$ cat config.mk
export PLATFORM = sky130hd
export DESIGN_NAME = register_list_transfer_sequencer
export DESIGN_NICKNAME = d
export VERILOG_FILES = /design/src/hw/rtl/rlts_pkg.sv /design/src/hw/rtl/rlts_front.sv /design/src/hw/rtl/rlts_queue.sv /design/src/hw/rtl/rlts_back.sv /design/src/hw/rtl/register_list_transfer_sequencer.sv
export SDC_FILE = /design/constraint.sdc
export NUM_CORES = 1
export LEC_CHECK = 0
export BUFFER_PORTS_ARGS = -buffer_cell sky130_fd_sc_hd__buf_2
export CORE_ASPECT_RATIO = 0.75
export CORE_MARGIN = 1
export CORE_UTILIZATION = 65
export CTS_CLUSTER_DIAMETER = 80
export DETAILED_ROUTE_END_ITERATION = 8
export MAX_ROUTING_LAYER = met4
export PLACE_DENSITY_LB_ADDON = 0.12
export SYNTH_ARGS = -nofsm -noshare
export SYNTH_HDL_FRONTEND = slang
export SYNTH_SLANG_ARGS = --single-unit
$ cat constraint.sdc
create_clock -name clk_i -period 10.3 [get_ports clk_i]
set_input_delay 1.03 -clock clk_i [delete_from_list [all_inputs] [get_ports clk_i]]
set_output_delay 1.03 -clock clk_i [all_outputs]
set_load 0.01 [all_outputs]
$ cat src/hw/rtl/rlts_pkg.sv
// shared types and constants of the register list transfer sequencer
package rlts_pkg;

  // default depth of the request queue between front and back
  localparam int unsigned RltsQueueDepth = 2;

  // request mode codes
  typedef enum logic [1:0] {
    ModeStore       = 2'd0,
    ModeStorePredec = 2'd1,
    ModeLoad        = 2'd2,
    ModeLoadPostinc = 2'd3
  } mode_e;

  // back end sequencer states
  typedef enum logic {
    StIdle = 1'b0,
    StBusy = 1'b1
  } state_e;

  // classified request as it travels from front to back
  typedef struct packed {
    logic        predec;
    logic        to_mem;
    logic        wb;
    logic        sext;
    logic        is_long;
    logic [15:0] mask;
    logic [31:0] start;
    logic [31:0] final_addr;
  } req_t;

endpackage

$ cat src/hw/rtl/rlts_front.sv
// front end: classifies a request and works out its final address
module rlts_front import rlts_pkg::*; (
  input  logic [1:0]  mode_i,
  input  logic        is_long_i,
  input  logic [15:0] reg_mask_i,
  input  logic [31:0] start_address_i,
  output req_t        req_o
);

  // set bits in one nibble
  function automatic logic [2:0] nib_count(input logic [3:0] n);
    logic [2:0] c;
    c = 3'(n[0]) + 3'(n[1]) + 3'(n[2]) + 3'(n[3]);
    return c;
  endfunction

  logic [4:0] count;
  logic [6:0] bytes;
  mode_e      mode;

  // number of registers in the list
  assign count = 5'(nib_count(reg_mask_i[3:0]))  + 5'(nib_count(reg_mask_i[7:4]))
               + 5'(nib_count(reg_mask_i[11:8])) + 5'(nib_count(reg_mask_i[15:12]));

  // total bytes moved
  assign bytes = is_long_i ? {count, 2'b00} : {1'b0, count, 1'b0};

  // mode decode
  assign mode = mode_e'(mode_i);

  always_comb begin
    req_o.predec  = (mode == ModeStorePredec);
    req_o.to_mem  = (mode == ModeStore) || (mode == ModeStorePredec);
    req_o.wb      = (mode == ModeStorePredec) || (mode == ModeLoadPostinc);
    req_o.sext    = ((mode == ModeLoad) || (mode == ModeLoadPostinc)) && !is_long_i;
    req_o.is_long = is_long_i;
    req_o.mask    = reg_mask_i;
    req_o.start   = start_address_i;
    if (mode == ModeStorePredec) begin
      req_o.final_addr = start_address_i - {25'd0, bytes};
    end else begin
      req_o.final_addr = start_address_i + {25'd0, bytes};
    end
  end

endmodule

$ cat src/hw/rtl/rlts_queue.sv
// small request queue between front and back
module rlts_queue import rlts_pkg::*; #(
  parameter int unsigned Depth = RltsQueueDepth
) (
  input  logic clk_i,
  input  logic rst_ni,
  input  logic wr_valid_i,
  output logic wr_ready_o,
  input  req_t wr_data_i,
  output logic rd_valid_o,
  input  logic rd_ready_i,
  output req_t rd_data_o
);

  localparam int unsigned PtrW = (Depth > 1) ? $clog2(Depth) : 1;
  localparam int unsigned CntW = $clog2(Depth + 1);

  req_t            mem_q [Depth];
  logic [PtrW-1:0] wr_ptr_q, wr_ptr_d, rd_ptr_q, rd_ptr_d;
  logic [CntW-1:0] cnt_q, cnt_d;
  logic            push, pop;

  assign wr_ready_o = (cnt_q != CntW'(Depth));
  assign rd_valid_o = (cnt_q != '0);
  assign push       = wr_valid_i && wr_ready_o;
  assign pop        = rd_valid_o && rd_ready_i;
  assign rd_data_o  = mem_q[rd_ptr_q];

  // pointer and fill count update
  always_comb begin
    wr_ptr_d = wr_ptr_q;
    rd_ptr_d = rd_ptr_q;
    cnt_d    = cnt_q;
    if (push) begin
      wr_ptr_d = (wr_ptr_q == PtrW'(Depth - 1)) ? '0 : wr_ptr_q + 1'b1;
    end
    if (pop) begin
      rd_ptr_d = (rd_ptr_q == PtrW'(Depth - 1)) ? '0 : rd_ptr_q + 1'b1;
    end
    if (push && !pop) begin
      cnt_d = cnt_q + 1'b1;
    end else if (pop && !push) begin
      cnt_d = cnt_q - 1'b1;
    end
  end

  always_ff @(posedge clk_i or negedge rst_ni) begin
    if (!rst_ni) begin
      wr_ptr_q <= '0;
      rd_ptr_q <= '0;
      cnt_q    <= '0;
    end else begin
      wr_ptr_q <= wr_ptr_d;
      rd_ptr_q <= rd_ptr_d;
      cnt_q    <= cnt_d;
    end
  end

  // entry storage
  always_ff @(posedge clk_i) begin
    if (push) begin
      mem_q[wr_ptr_q] <= wr_data_i;
    end
  end

endmodule

$ cat src/hw/rtl/rlts_back.sv
// back end: walks the register mask and issues one transfer command per cycle while its output slot is free
module rlts_back import rlts_pkg::*; (
  input  logic        clk_i,
  input  logic        rst_ni,
  input  logic        req_valid_i,
  output logic        req_ready_o,
  input  req_t        req_i,
  output logic        out_valid_o,
  input  logic        out_ready_i,
  output logic        transfer_valid_o,
  output logic [3:0]  reg_index_o,
  output logic [31:0] mem_address_o,
  output logic        to_memory_o,
  output logic        sign_extend_word_o,
  output logic [31:0] final_address_o,
  output logic        write_back_o,
  output logic        last_o
);

  state_e      state_q, state_d;
  req_t        cur_q, cur_d;
  logic [31:0] addr_q, addr_d;
  logic        out_valid_q, out_valid_d;
  logic        slot_free, emit, pop;
  logic        empty, is_last;
  logic [3:0]  bit_idx;
  logic [15:0] mask_rest;
  logic [31:0] size32, addr_dec, this_addr;

  logic        tv_q, tm_q, se_q, wb_q, last_q;
  logic [3:0]  ri_q;
  logic [31:0] ma_q, fa_q;

  assign slot_free = !out_valid_q || out_ready_i;

  // lowest set bit of the remaining mask
  always_comb begin
    bit_idx = '0;
    for (int i = 15; i >= 0; i--) begin
      if (cur_q.mask[i]) begin
        bit_idx = 4'(i);
      end
    end
  end

  assign mask_rest = cur_q.mask & (cur_q.mask - 16'd1);
  assign empty     = (cur_q.mask == '0);
  assign is_last   = (mask_rest == '0);

  // address of this transfer
  assign size32    = cur_q.is_long ? 32'd4 : 32'd2;
  assign addr_dec  = addr_q - size32;
  assign this_addr = cur_q.predec ? addr_dec : addr_q;

  // next state
  always_comb begin
    state_d = state_q;
    case (state_q)
      StIdle: begin
        if (req_valid_i) begin
          state_d = StBusy;
        end
      end
      StBusy: begin
        if (slot_free && (empty || is_last)) begin
          state_d = StIdle;
        end
      end
      default: state_d = StIdle;
    endcase
  end

  // state outputs
  always_comb begin
    pop  = 1'b0;
    emit = 1'b0;
    case (state_q)
      StIdle:  pop  = req_valid_i;
      StBusy:  emit = slot_free;
      default: ;
    endcase
  end

  assign req_ready_o = pop;

  // working request and running address
  always_comb begin
    cur_d  = cur_q;
    addr_d = addr_q;
    if (pop) begin
      cur_d  = req_i;
      addr_d = req_i.start;
    end else if (emit && !empty) begin
      cur_d.mask = mask_rest;
      addr_d     = cur_q.predec ? addr_dec : addr_q + size32;
    end
  end

  // output register valid
  always_comb begin
    out_valid_d = out_valid_q;
    if (emit) begin
      out_valid_d = 1'b1;
    end else if (out_ready_i) begin
      out_valid_d = 1'b0;
    end
  end

  always_ff @(posedge clk_i or negedge rst_ni) begin
    if (!rst_ni) begin
      state_q     <= StIdle;
      out_valid_q <= 1'b0;
    end else begin
      state_q     <= state_d;
      out_valid_q <= out_valid_d;
    end
  end

  // payload registers
  always_ff @(posedge clk_i) begin
    cur_q  <= cur_d;
    addr_q <= addr_d;
    if (emit) begin
      tv_q   <= !empty;
      ri_q   <= empty ? 4'd0 : (cur_q.predec ? 4'd15 - bit_idx : bit_idx);
      ma_q   <= empty ? addr_q : this_addr;
      tm_q   <= cur_q.to_mem;
      se_q   <= empty ? 1'b0 : cur_q.sext;
      fa_q   <= cur_q.final_addr;
      wb_q   <= cur_q.wb && (empty || is_last);
      last_q <= empty || is_last;
    end
  end

  assign out_valid_o        = out_valid_q;
  assign transfer_valid_o   = tv_q;
  assign reg_index_o        = ri_q;
  assign mem_address_o      = ma_q;
  assign to_memory_o        = tm_q;
  assign sign_extend_word_o = se_q;
  assign final_address_o    = fa_q;
  assign write_back_o       = wb_q;
  assign last_o             = last_q;

endmodule

$ cat src/hw/rtl/register_list_transfer_sequencer.sv
// top level of the register list transfer sequencer
// a request passes through the queue into the back end's working register; each command
// is registered in the output slot. The mask walk gives N commands for a request with N
//   list bits (N >= 1, empty list counts as one), one per cycle while the slot is free
// the request queue lets new requests be taken while the back end is busy
// reset: asynchronous active low, clears queue pointers, sequencer state and output valid
module register_list_transfer_sequencer import rlts_pkg::*; #(
  parameter int unsigned QueueDepth = RltsQueueDepth
) (
  input  logic        clk_i,
  input  logic        rst_ni,
  input  logic        in_valid_i,
  output logic        in_ready_o,
  input  logic [1:0]  mode_i,
  input  logic        is_long_i,
  input  logic [15:0] reg_mask_i,
  input  logic [31:0] start_address_i,
  output logic        out_valid_o,
  input  logic        out_ready_i,
  output logic        transfer_valid_o,
  output logic [3:0]  reg_index_o,
  output logic [31:0] mem_address_o,
  output logic        to_memory_o,
  output logic        sign_extend_word_o,
  output logic [31:0] final_address_o,
  output logic        write_back_o,
  output logic        last_o
);

  req_t front_req, queue_req;
  logic queue_valid, queue_ready;

  // classify incoming request
  rlts_front u_front (
    .mode_i          (mode_i),
    .is_long_i       (is_long_i),
    .reg_mask_i      (reg_mask_i),
    .start_address_i (start_address_i),
    .req_o           (front_req)
  );

  // decoupling queue
  rlts_queue #(
    .Depth (QueueDepth)
  ) u_queue (
    .clk_i      (clk_i),
    .rst_ni     (rst_ni),
    .wr_valid_i (in_valid_i),
    .wr_ready_o (in_ready_o),
    .wr_data_i  (front_req),
    .rd_valid_o (queue_valid),
    .rd_ready_i (queue_ready),
    .rd_data_o  (queue_req)
  );

  // command sequencer
  rlts_back u_back (
    .clk_i              (clk_i),
    .rst_ni             (rst_ni),
    .req_valid_i        (queue_valid),
    .req_ready_o        (queue_ready),
    .req_i              (queue_req),
    .out_valid_o        (out_valid_o),
    .out_ready_i        (out_ready_i),
    .transfer_valid_o   (transfer_valid_o),
    .reg_index_o        (reg_index_o),
    .mem_address_o      (mem_address_o),
    .to_memory_o        (to_memory_o),
    .sign_extend_word_o (sign_extend_word_o),
    .final_address_o    (final_address_o),
    .write_back_o       (write_back_o),
    .last_o             (last_o)
  );

endmodule

* Word level (Yosys, flattened, before mapping)
Memory sizes are Yosys's and may differ from the RTL's.
Index checks and enable logic that the tools add are counted.
** Word-level totals
- Output and inout port bits :: 75
- Bits in writable memories :: 170
- Input port bits :: 55
- Register bits after elaboration :: 164
- Memories kept :: 1
** Memory list
- u_queue.mem_q :: words 2, bits a word 85, read ports 1, clocked after memory_dff 0, write ports 1, line rlts_queue.sv:18 : req_t mem_q [Depth];
** Operators by class
- Bitwise logic cells :: 2
- Add/sub/neg operators :: 25
- Reduce and logical (&&, ||, !) cells :: 25
- Muxes and demuxes :: 40
- Equality and inequality tests :: 4
** Operator list (count)
- $mux 32 :: 6
- $mux 4 :: 17
- $add 32x32->32 :: 1
- $add 32x7->32 :: 1
- $logic_not 16->1 :: 2
- $mux 16 :: 2
- $sub 32x32->32 :: 1
- $sub 32x7->32 :: 1
- $add 3x1->3 :: 8
- $and 16x16->16 :: 1
- $sub 16x1->16 const B :: 1
- $add 5x3->5 :: 2
- $mux 1 :: 10
- $add 1x1->2 :: 4
- $logic_and 1x1->1 :: 8
- $reduce_bool 2->1 :: 4
- $mux 7 :: 1
- $logic_not 1->1 :: 5
- $logic_or 1x1->1 :: 5
- $add 3x3->4 :: 1
- $eq 2x2->1 const B :: 2
- $mux 2 :: 2
- $sub 4x4->4 const A :: 1
- $mux 3 :: 1
- 8 further kinds :: 9

* Logic depth before layout (Yosys ltp)
Gate-level depths: netlist of the first run.
- Word-level depth :: 18
- Depth in mapped cells :: 26

* Modules after synthesis
Synthesis of the first run repeated with hierarchy kept, for this count alone.
** Second synthesis, totals
- Cell total of the unflattened synthesis :: 1266
- Area, all modules :: 16891.2 sq um
** By module, submodules not included
- rlts_back :: cells each 593, area each 7574.8 sq um, sequential area each 4794.6 sq um, times used 1
- rlts_queue :: cells each 283, area each 6532.5 sq um, sequential area each 5205.0 sq um, times used 1
- rlts_front :: cells each 390, area each 2783.9 sq um, sequential area each 0.0 sq um, times used 1

* Worst setup path before layout of the first run
No wires, ideal clock.
- Kind :: input to register
- Start :: in reg_mask_i[4]
- End :: mem u_queue.mem_q[0][29] (netlist bit) (data pin)
- Data required time :: 10.028 ns
- Buffers on the path :: 0
- Stages on the path :: 25
- Library setup time :: 0.272 ns
- Arrival time :: 6.283 ns
- Slack :: 3.745 ns
- Cells stage by stage :: ha_1 > inv_1 > fa_1 > inv_1 > ha_1 > inv_1 > fa_1 > fa_1 > inv_1 > ha_1 > inv_1 > fa_1 > nand3_1 > nor2_1 > ha_1 > or2_2 > ha_1 > a21o_1 > a221oi_1 > o21bai_1 > a211o_1 > a31o_2 > a2111o_1 > o311ai_0 > a21oi_1
** RTL lines
- from (decl) :: line register_list_transfer_sequencer.sv:16 : input logic [15:0] reg_mask_i,
- to (decl) :: line rlts_queue.sv:18

==> results by group, run 1 <==
Timing
  • Final Slew Violations: 0
  • Final setup fails: 0
  • Hold Vio Cnt, Final: 0
  • Fmax: 151 MHz
  • Actual slew at the worst max-slew pin: 0.978 ns
  • RSZ-0062 raised after global routing: false
  • Worst slew margin: 34.8%
  • Final period utilization: 64.3%
  • Setup tns final: 0 ns
  • Min Tclk post-route: 6.63 ns
  • Clk_skew: 0.0177 ns

Drt
  • Vias: 9,710
  • WL per Instance: 20.4 um
  • Remaining antenna violation count after routing: 0
  • Drt total wl: 33.0 mm
  • DRT Pass-1 Iters: 5
  • Iter 0 DRT Violations: 943
  • DRC Markers: 0
  • Via density: 5.99

Cells and area
  • Sequential cell area: 0.00994 mm^2
  • Most frequent cells in the layout: edfxtp_1, buf_2, nand2_1
  • Most common cell after layout, fill and taps aside: edfxtp_1
  • N_diodes: 0
  • Multi-input gate area: 0.00540 mm^2
  • Total of fill cells in the finished design: 1,471
  • Nets: 1,415
  • Ratio of cells with drive above 1 in the final layout: 17.8%
  • Final cell count without fillers: 1,620
  • Area Overhead vs Synth: 11.4%

Power
  • Leakage power: 6.49 nW
  • Pwr per Cell Area: 243 mW/mm^2
  • Peak VDD IR: 0.000176 V

Yosys
  • Synth Flop Type: edfxtp_1
  • Post-synth EDFFs: 326
  • Sequential area share after synthesis: 63.1%
  • Netlist cell types: 69
  • Syn avg cell area: 13.4 um^2
  • Syn. warnings: 0
  • Syn_nets: 1,296
  • Yosys reg bits: 332
  • Cells after synthesis: 1,178
  • Async set or reset register ratio after synthesis: 1.81%
  • Mapped cell area: 0.0158 mm^2

Place
  • Number of port buffers: 129
  • HPWL Detailed: 22.5 mm
  • RD Place Congestion: 0.932
  • Cells after DPL: 1,565

CTS
  • CTS root buf: clkbuf_16
  • CTS Hold Bufs: 0
  • Total CTS buffers: 30
  • Worst skew pair latency: 0.56 ns
  • Clock slew at reported path FFs: 0.06 ns
  • Setup Buffers After CTS: 0
  • CTS tree: done
  • Clk sinks: 332
  • Post-cts resize count: 0
  • H-tree Lvls: 1
  • Clk buf depth: 3

Global routing
  • Tot GR Track Use: 27.9%
  • Initial antenna violation count: 1
  • First-pass GRT wire length: 50.8 mm
  • Vias in the first global route: 9,079
  • Total congestion overflow: 0
  • Largest net degree at the start of global routing: 97

Floorplan
  • Die area: 0.0249 mm^2
  • Die height: 137 um
  • Die W: 182 um
  • # rows: 48
  • Core area: 0.0234 mm^2
  • Ports: 130
  • Initial core utilization: 67.3%

Critical path
  • Critical path endpoint category: register
  • Worst reg-to-reg path cell count: 11
  • Critical path peak fanout: 6
  • CP startpoint kind: input pin
  • Crit Path Class: in -> reg
  • Critical path required time: 10.59 ns
  • Worst EP arrival: 6.92 ns
  • R2R Setup Slk: 6.63 ns

Worst hold path
  • Worst min-delay path class: in -> async

Job
  • MaxCap Viol Count: 0

Status
  • Status: finished, final reports clean
## flip-flops by register name, indices dropped and copies added (netlist names), 2 cells and up
signal,flops
u_back.addr_q,32
u_back.cur_q,53
u_back.final_address_o,32
u_back.mem_address_o,32
u_back.reg_index_o,4
u_queue.cnt_q,2
u_queue.mem_q,168
## cell families (layout without fill, tap and decap cells)
group,count (synthesis),after routing,synth area share [%]
mux,86,86,5.75
buf+inv,109,251,2.80
simple gates,276,276,8.92
flops,332,332,63.1
compound gates,213,213,8.41
fa+ha+maj,66,66,5.72
xor+xnor,96,96,5.33
## per-layer routing
layer	wire [um]	share of wire, %	track usage, %
met5	0	0	-
met2	14300	43	40.2
met4	558	1.7	5.46
met1	16200	49	42.8
met3	2020	6.1	3.73
## path summary, 6_finish.rpt
kind / start / to
worst min register to register: u_back.addr_q[0] / u_back.mem_address_o[0]
worst max register to register: u_back.cur_q[80] / u_back.addr_q[15]
worst max-delay path: reg_mask_i[4] / u_queue.mem_q[1][29]
max in group asynchronous: rst_ni / u_queue.rd_ptr_q
worst min-delay path: rst_ni / u_queue.rd_ptr_q
min in group clk_i: u_back.addr_q[0] / u_back.mem_address_o[0]
## cell usage after synthesis, drive strengths merged (6+ instances only)
master	count	area share (%)
and3	8	0.32
inv	57	1.4
dfrtp	6	0.95
nand4	7	0.28
ha	52	4.1
nand2b	8	0.32
nand3	24	0.83
a31oi	10	0.40
nor4	14	0.88
buf	20	0.68
nor2b	11	0.44
o31ai	7	0.33
clkbuf	31	0.74
edfxtp	326	62
xor2	37	2.1
o21ai	68	2.2
or3	9	0.39
xnor2	59	3.3
nor3	29	0.95
nand2	81	1.9
a21oi	50	1.6
o21a	10	0.48
nor2	60	1.4
mux2	37	2.6
a21o	20	0.95
fa	11	1.4
o211ai	6	0.29
and2	7	0.28
mux2i	49	3.1
## cell type report
type	count	share of cell area, %
sequential	332	56.6
timing repair buffer	138	4.06
multi-input combinational	737	30.8
inverter	58	1.24
clock inverter	10	0.442
clock buffer	45	4.72
tap	300	2.14
## where the power goes
part	switching, W	internal [W]
Clock	0.000461	0.000579
Combinational	0.000778	0.000483
Sequential	0.0000789	0.00189
## worst max-delay path, cell delays in order
cell	delay, ns
buf_2	0.11
ha_1	0.27
inv_1	0.04
fa_1	0.48
inv_1	0.04
ha_1	0.20
inv_1	0.07
fa_1	0.43
fa_1	0.49
inv_1	0.08
ha_1	0.17
inv_1	0.06
fa_1	0.37
xor2_1	0.35
nand3_1	0.14
nor2_1	0.20
a21o_1	0.34
ha_1	0.35
and3_1	0.20
a221oi_1	0.30
o21bai_1	0.10
a211o_1	0.30
a31o_2	0.25
a2111o_1	0.34
o311ai_0	0.09
a21oi_1	0.10
## through the flow
stage	cell area, um^2	hold slack, ns	util [%]	total power [W]	worst slack (ns)
floorplan	15800	0.400	-	0.00289	3.74
global placement	16600	0.400	71.1	0.00320	3.25
detailed placement	16600	0.405	71.1	0.00324	3.10
CTS	17600	0.286	74.9	0.00428	3.71
global route	17600	0.292	74.9	0.00448	3.34
finish	17600	0.300	74.9	0.00427	3.67
(Power assumes the default switching activity.)
==> inputs of run 2 (changes only) <==
--- a/config.mk
+++ b/config.mk
@@ -8,7 +8,7 @@
 export BUFFER_PORTS_ARGS = -buffer_cell sky130_fd_sc_hd__buf_2
 export CORE_ASPECT_RATIO = 0.75
 export CORE_MARGIN = 1
-export CORE_UTILIZATION = 65
+export CORE_UTILIZATION = 60
 export CTS_CLUSTER_DIAMETER = 80
 export DETAILED_ROUTE_END_ITERATION = 8
 export MAX_ROUTING_LAYER = met4
==> constraint.sdc (replaced) <==
create_clock -name clk_i -period 6.18 [get_ports clk_i]
set_input_delay 0.618 -clock clk_i [delete_from_list [all_inputs] [get_ports clk_i]]
set_output_delay 0.618 -clock clk_i [all_outputs]
set_load 0.01 [all_outputs]
==> results by group, run 2 (synthesis results as in run 1) <==
Status
  • Status: finished, final reports clean

Place
  • Placed Instance Area: 0.0172 mm^2
  • Number of port buffers: 129
  • Cells after DPL: 1,675
  • HPWL Detailed: 23.2 mm
  • RD Place Congestion: 0.918
  • Pre-CTS setup slack: -0.397 ns

CTS
  • Worst skew pair latency: 0.56 ns
  • Clk buf depth: 3
  • CTS root buf: clkbuf_16
  • Clock slew at reported path FFs: 0.06 ns
  • Total CTS buffers: 31
  • CTS tree: done
  • Clk sinks: 332
  • H-tree Lvls: 1
  • Setup Buffers After CTS: 0

Drt
  • WL per Instance: 19.3 um
  • Via density: 5.79
  • Wire length on met1: 16.4 mm
  • Iter 0 DRT Violations: 809
  • Vias: 10,029
  • Drt total wl: 33.4 mm
  • Met2 wire len: 14.3 mm
  • DRC Markers: 0
  • Remaining antenna violation count after routing: 0
  • Met3 WL post-DR: 2.03 mm
  • Top layer used by detailed routing: met4
  • DRT Pass-1 Iters: 5

Critical path
  • R2r endpoint: u_back.addr_q[17]
  • Crit Path Class: in -> reg
  • Critical R2R Launch: u_back.cur_q[80]
  • CP startpoint kind: input pin
  • Worst reg-to-reg path cell count: 11
  • R2R Setup Slk: 2.62 ns
  • Critical path peak fanout: 7
  • Critical path endpoint category: register
  • Critical path required time: 6.47 ns
  • Worst EP arrival: 6.22 ns

Cells and area
  • Nets: 1,489
  • Cell area after layout: 0.0183 mm^2
  • Most common cell after layout, fill and taps aside: edfxtp_1
  • Largest Register: u_queue.mem_q
  • Sequential cell area: 0.00994 mm^2
  • Total of fill cells in the finished design: 1,756
  • Final cell count without fillers: 1,733
  • Max FFs per register: 168
  • Most frequent cells in the layout: edfxtp_1, buf_2, buf_4
  • Ratio of cells with drive above 1 in the final layout: 23.5%
  • Multi-input gate area: 0.00544 mm^2
  • Area Overhead vs Synth: 16.0%
  • Biggest regs: u_queue.mem_q: 168 flops, u_back.cur_q: 53 flops

Global routing
  • Initial antenna violation count: 3
  • Total congestion overflow: 0
  • Vias in the first global route: 9,321
  • First-pass GRT wire length: 51.8 mm
  • Tot GR Track Use: 25.8%
  • Largest net degree at the start of global routing: 97

Floorplan
  • Initial core utilization: 62.1%
  • # rows: 50
  • Core area: 0.0254 mm^2
  • Ports: 130
  • Die W: 189 um
  • Die height: 142 um
  • Die area: 0.0269 mm^2

Worst hold path
  • Min-delay src: start_address_i[0]
  • Hold worst-path end: u_queue.mem_q[1][32]
  • Worst min-delay path class: in -> reg
  • Cell count of the worst hold path: 1

Timing
  • Clk_skew: 0.0159 ns
  • Fmax: 169 MHz
  • Final period utilization: 96.0%
  • Final Slew Violations: 0
  • Worst slew margin: 24.9%
  • Min Tclk post-route: 5.93 ns
  • Setup ws final: 0.248 ns
  • Final setup fails: 0
  • Actual slew at the worst max-slew pin: 1.13 ns
  • Hold Vio Cnt, Final: 0

Power
  • Pwr per Cell Area: 419 mW/mm^2
  • Leakage power: 6.91 nW
  • Design Power: 0.00767 W
  • Peak VDD IR: 0.000325 V

Job
  • MaxCap Viol Count: 0
## run 2: cell count changes in the layout (fill, tap and decap cells not counted), sizes merged
cell,change
inv,+2
clkinv,+3
bufinv,+3
dlygate4sd3,+1
buf,+72
clkbuf,-8
diode,+2
## run 2: routing by layer
metal  vias to the layer above  GRT usage (%)
met5                         -              -
met4                         0           6.11
met3                        42           2.93
met2                       330           36.0
met1                      4878           40.6
li1                       4779              -
## run 2: final cells by class
class	count	share of cell area (%)
flip-flops and latches	332	54.4
clock buffers	37	4.37
repair buffers	211	6.91
clock inverters	18	1.09
diodes	2	0.0274
multi-input cells	737	29.7
well taps	338	2.31
inverters	58	1.19
## run 2: worst max-delay path by stage
stage | endpoint | startpoint | slack [ns]
2_1_floorplan | u_queue.mem_q[0][29] | reg_mask_i[4] | 0.04
4_1_cts | u_queue.mem_q[0][29] | reg_mask_i[4] | 0.19
6_report | u_queue.mem_q[0][29] | reg_mask_i[4] | 0.25
3_3_place_gp | u_queue.mem_q[0][29] | reg_mask_i[4] | -0.27
5_1_grt | u_queue.mem_q[0][24] | reg_mask_i[4] | -0.01
3_5_place_dp | u_queue.mem_q[1][29] | reg_mask_i[4] | -0.40
## run 2: what timing repair did
action                                  in CTS  in global routing
resized for setup                            0                 11
hold buffers                                 1                  0
endpoints found under the setup margin       0                 18
endpoints found under the hold margin        6                  0
## run 2: critical path: stages
cell and delay, ns:
buf_2 0.11, ha_1 0.27, inv_1 0.04, fa_1 0.48, inv_1 0.04, ha_1 0.20, inv_1 0.07, fa_1 0.43
fa_1 0.49, inv_1 0.07, ha_1 0.16, inv_1 0.06, fa_2 0.62, and3_4 0.21, and2_4 0.15, nor4_1 0.04
a21oi_1 0.14, o211ai_1 0.12, ha_1 0.34, o21a_1 0.22, o2111ai_2 0.19, a21oi_2 0.06, a211o_1 0.34, a31o_2 0.23
a2111o_1 0.33, o311ai_0 0.09, a21oi_1 0.10
## run 2: per-stage QoR
stage | utilization, % | hold WS, ns | setup TNS, ns
CTS | 71.8 | 0.229 | 0
detailed placement | 67.9 | 0.405 | -6.21
finish | 72.0 | 0.255 | 0
floorplan | - | 0.322 | 0
global route | 72.0 | 0.237 | -0.0396
global placement | 67.9 | 0.401 | -3.97
## run 2: where the power goes
part	leakage, nW	switching [W]	internal, W
Combinational	3.29	0.00140	0.00111
Clock	0.496	0.000790	0.00109
Sequential	3.13	0.000130	0.00315
==> inputs of run 3 (changes only) <==
--- a/config.mk
+++ b/config.mk
@@ -6,9 +6,11 @@
 export NUM_CORES = 1
 export LEC_CHECK = 0
 export BUFFER_PORTS_ARGS = -buffer_cell sky130_fd_sc_hd__buf_2
+export CELL_PAD_IN_SITES_DETAIL_PLACEMENT = 0
+export CELL_PAD_IN_SITES_GLOBAL_PLACEMENT = 1
 export CORE_ASPECT_RATIO = 0.75
 export CORE_MARGIN = 1
-export CORE_UTILIZATION = 60
+export CORE_UTILIZATION = 50
 export CTS_CLUSTER_DIAMETER = 80
 export DETAILED_ROUTE_END_ITERATION = 8
 export MAX_ROUTING_LAYER = met4
==> results by group, run 3 (synthesis results as in run 1) <==
Global routing
  • Initial antenna violation count: 1
  • Tot GR Track Use: 22.3%
  • Largest net degree at the start of global routing: 97
  • Vias in the first global route: 9,356
  • Total congestion overflow: 0
  • First-pass GRT wire length: 53.5 mm

Timing
  • Hold Vio Cnt, Final: 0
  • Clk_skew: 0.0217 ns
  • Final Slew Violations: 0
  • Fmax: 169 MHz
  • RSZ-0062 raised after global routing: false
  • Worst slew margin: 25.8%
  • Final setup fails: 0
  • Actual slew at the worst max-slew pin: 1.11 ns
  • Min Tclk post-route: 5.91 ns
  • Final period utilization: 95.6%

Place
  • Cells after DPL: 1,746
  • HPWL Detailed: 24.2 mm
  • Number of port buffers: 129
  • RD Place Congestion: 0.917
  • Placed Instance Area: 0.0174 mm^2

Worst hold path
  • Hold worst-path end: u_queue.mem_q[1][32]
  • Cell count of the worst hold path: 1
  • Min-delay src: start_address_i[0]
  • Worst min-delay path class: in -> reg

Drt
  • DRT Pass-1 Iters: 9
  • Via density: 5.43
  • Remaining antenna violation count after routing: 0
  • Vias: 9,813
  • Drt total wl: 34.6 mm
  • WL per Instance: 19.2 um
  • DRC Markers: 9
  • Iter 0 DRT Violations: 637

Cells and area
  • Largest Register: u_queue.mem_q
  • Multi-input gate area: 0.00547 mm^2
  • Ratio of cells with drive above 1 in the final layout: 24.6%
  • Sequential cell area: 0.00994 mm^2
  • Most common cell after layout, fill and taps aside: edfxtp_1
  • Max FFs per register: 168
  • Nets: 1,504
  • Cell area after layout: 0.0185 mm^2
  • Final cell count without fillers: 1,808
  • Total of fill cells in the finished design: 2,453
  • Most frequent cells in the layout: edfxtp_1, buf_2, buf_4
  • Area Overhead vs Synth: 17.5%
  • Biggest regs: u_queue.mem_q: 168 flops, u_back.cur_q: 53 flops

Critical path
  • Critical R2R Launch: u_back.cur_q[80]
  • R2r endpoint: u_back.addr_q[19]
  • R2R Setup Slk: 2.54 ns
  • Critical path endpoint category: register
  • Worst reg-to-reg path cell count: 11
  • CP startpoint kind: input pin
  • Critical Path Start: reg_mask_i[0]
  • Critical path peak fanout: 4
  • Worst EP arrival: 6.15 ns
  • Critical path required time: 6.42 ns
  • Crit Path Class: in -> reg

CTS
  • Clk sinks: 332
  • Worst skew pair latency: 0.52 ns
  • Clock slew at reported path FFs: 0.06 ns
  • H-tree Lvls: 2
  • Total CTS buffers: 34
  • CTS tree: done
  • CTS root buf: clkbuf_16
  • Clk buf depth: 3

Power
  • Combinational share of power: 33.7%
  • Pint: 0.00542 W
  • Sw frac: 30.6%
  • Peak VDD IR: 0.000244 V
  • Sw Pwr: 0.00239 W
  • Clk pwr share: 24.4%
  • Leakage power: 6.96 nW
  • Pwr per Cell Area: 422 mW/mm^2
  • Seq pwr share: 41.9%

Job
  • MaxCap Viol Count: 0

Floorplan
  • Die height: 156 um
  • Core area: 0.0306 mm^2
  • # rows: 55
  • Ports: 130
  • Die area: 0.0322 mm^2
  • Initial core utilization: 51.6%
  • Die W: 207 um

Status
  • Status: finished, violations left
  • Failing checks: design-rule violations
==> run 3: how the worst max path moves through the flow <==
| stage | cells after the start | slack (ns) | endpoint |
|---|---|---|---|
| 2_1_floorplan | 25 | 0.04 | u_queue.mem_q[0][29] |
| 3_3_place_gp | 26 | -0.23 | u_queue.mem_q[0][29] |
| 5_1_grt | 27 | 0.02 | u_queue.mem_q[1][29] |
| 3_5_place_dp | 27 | -0.38 | u_queue.mem_q[0][29] |
| 6_report | 27 | 0.27 | u_queue.mem_q[0][29] |
| 4_1_cts | 27 | 0.16 | u_queue.mem_q[0][29] |
==> run 3: timing repair <==
item | CTS | global route
hold buffers | 1 | 0
endpoints found under the hold margin | 6 | 0
endpoints found under the setup margin | 0 | 20
buffers inserted | 0 | 2
gates resized for setup | 0 | 20
==> run 3: final cells by class <==
cell class | instances | area share [%]
diodes | 1 | 0.0135
clock buffers | 39 | 4.81
clock inverters | 19 | 0.750
inverters | 58 | 1.18
multi-input cells | 737 | 29.6
flip-flops and latches | 332 | 53.7
well taps | 399 | 2.70
repair buffers | 223 | 7.31
==> run 3: power by group through the flow <==
| stage | Clock, W | Combinational [W] | Sequential (W) |
|---|---|---|---|
| floorplan | 0 | 0.00151 | 0.00331 |
| global placement | 0 | 0.00252 | 0.00330 |
| global route | 0.00204 | 0.00290 | 0.00331 |
| detailed placement | 0 | 0.00254 | 0.00332 |
| CTS | 0.00196 | 0.00257 | 0.00327 |
| finish | 0.00191 | 0.00263 | 0.00327 |
==> run 3: through the flow <==
step / hold WS [ns] / TNS [ns] / setup WS [ns] / utilization (%) / total power (W)
detailed placement: 0.405 / -6.17 / -0.376 / 56.9 / 0.00586
CTS: 0.266 / 0 / 0.156 / 60.3 / 0.00780
global placement: 0.400 / -3.28 / -0.231 / 56.9 / 0.00582
global route: 0.270 / 0 / 0.0158 / 60.6 / 0.00824
finish: 0.286 / 0 / 0.269 / 60.6 / 0.00781
floorplan: 0.322 / 0 / 0.0366 / - / 0.00482
==> run 3: worst max-delay path, stage by stage <==
cell and delay (ns):
buf_2 0.11, ha_1 0.28, inv_1 0.07, fa_1 0.42, inv_2 0.09, ha_4 0.14, inv_2 0.03, fa_1 0.52
fa_1 0.41, inv_1 0.08, ha_2 0.17, inv_1 0.06, fa_2 0.60, and3_4 0.19, and2_4 0.16, nor4_2 0.04
a21oi_1 0.13, o211ai_1 0.11, ha_1 0.37, o21a_1 0.21, o2111ai_2 0.20, a21oi_2 0.07, a211o_1 0.31, a31o_4 0.24
a2111o_1 0.33, o311ai_0 0.08, a21oi_1 0.10
==> run 3: metal layers <==
layer,global-route usage (%),share of wire [%],up-vias
met2,31.3,42,215
met4,5.26,1.8,0
met3,3.22,4.5,50
li1,-,-,4798
met5,-,0,-
met1,33.9,52,4750
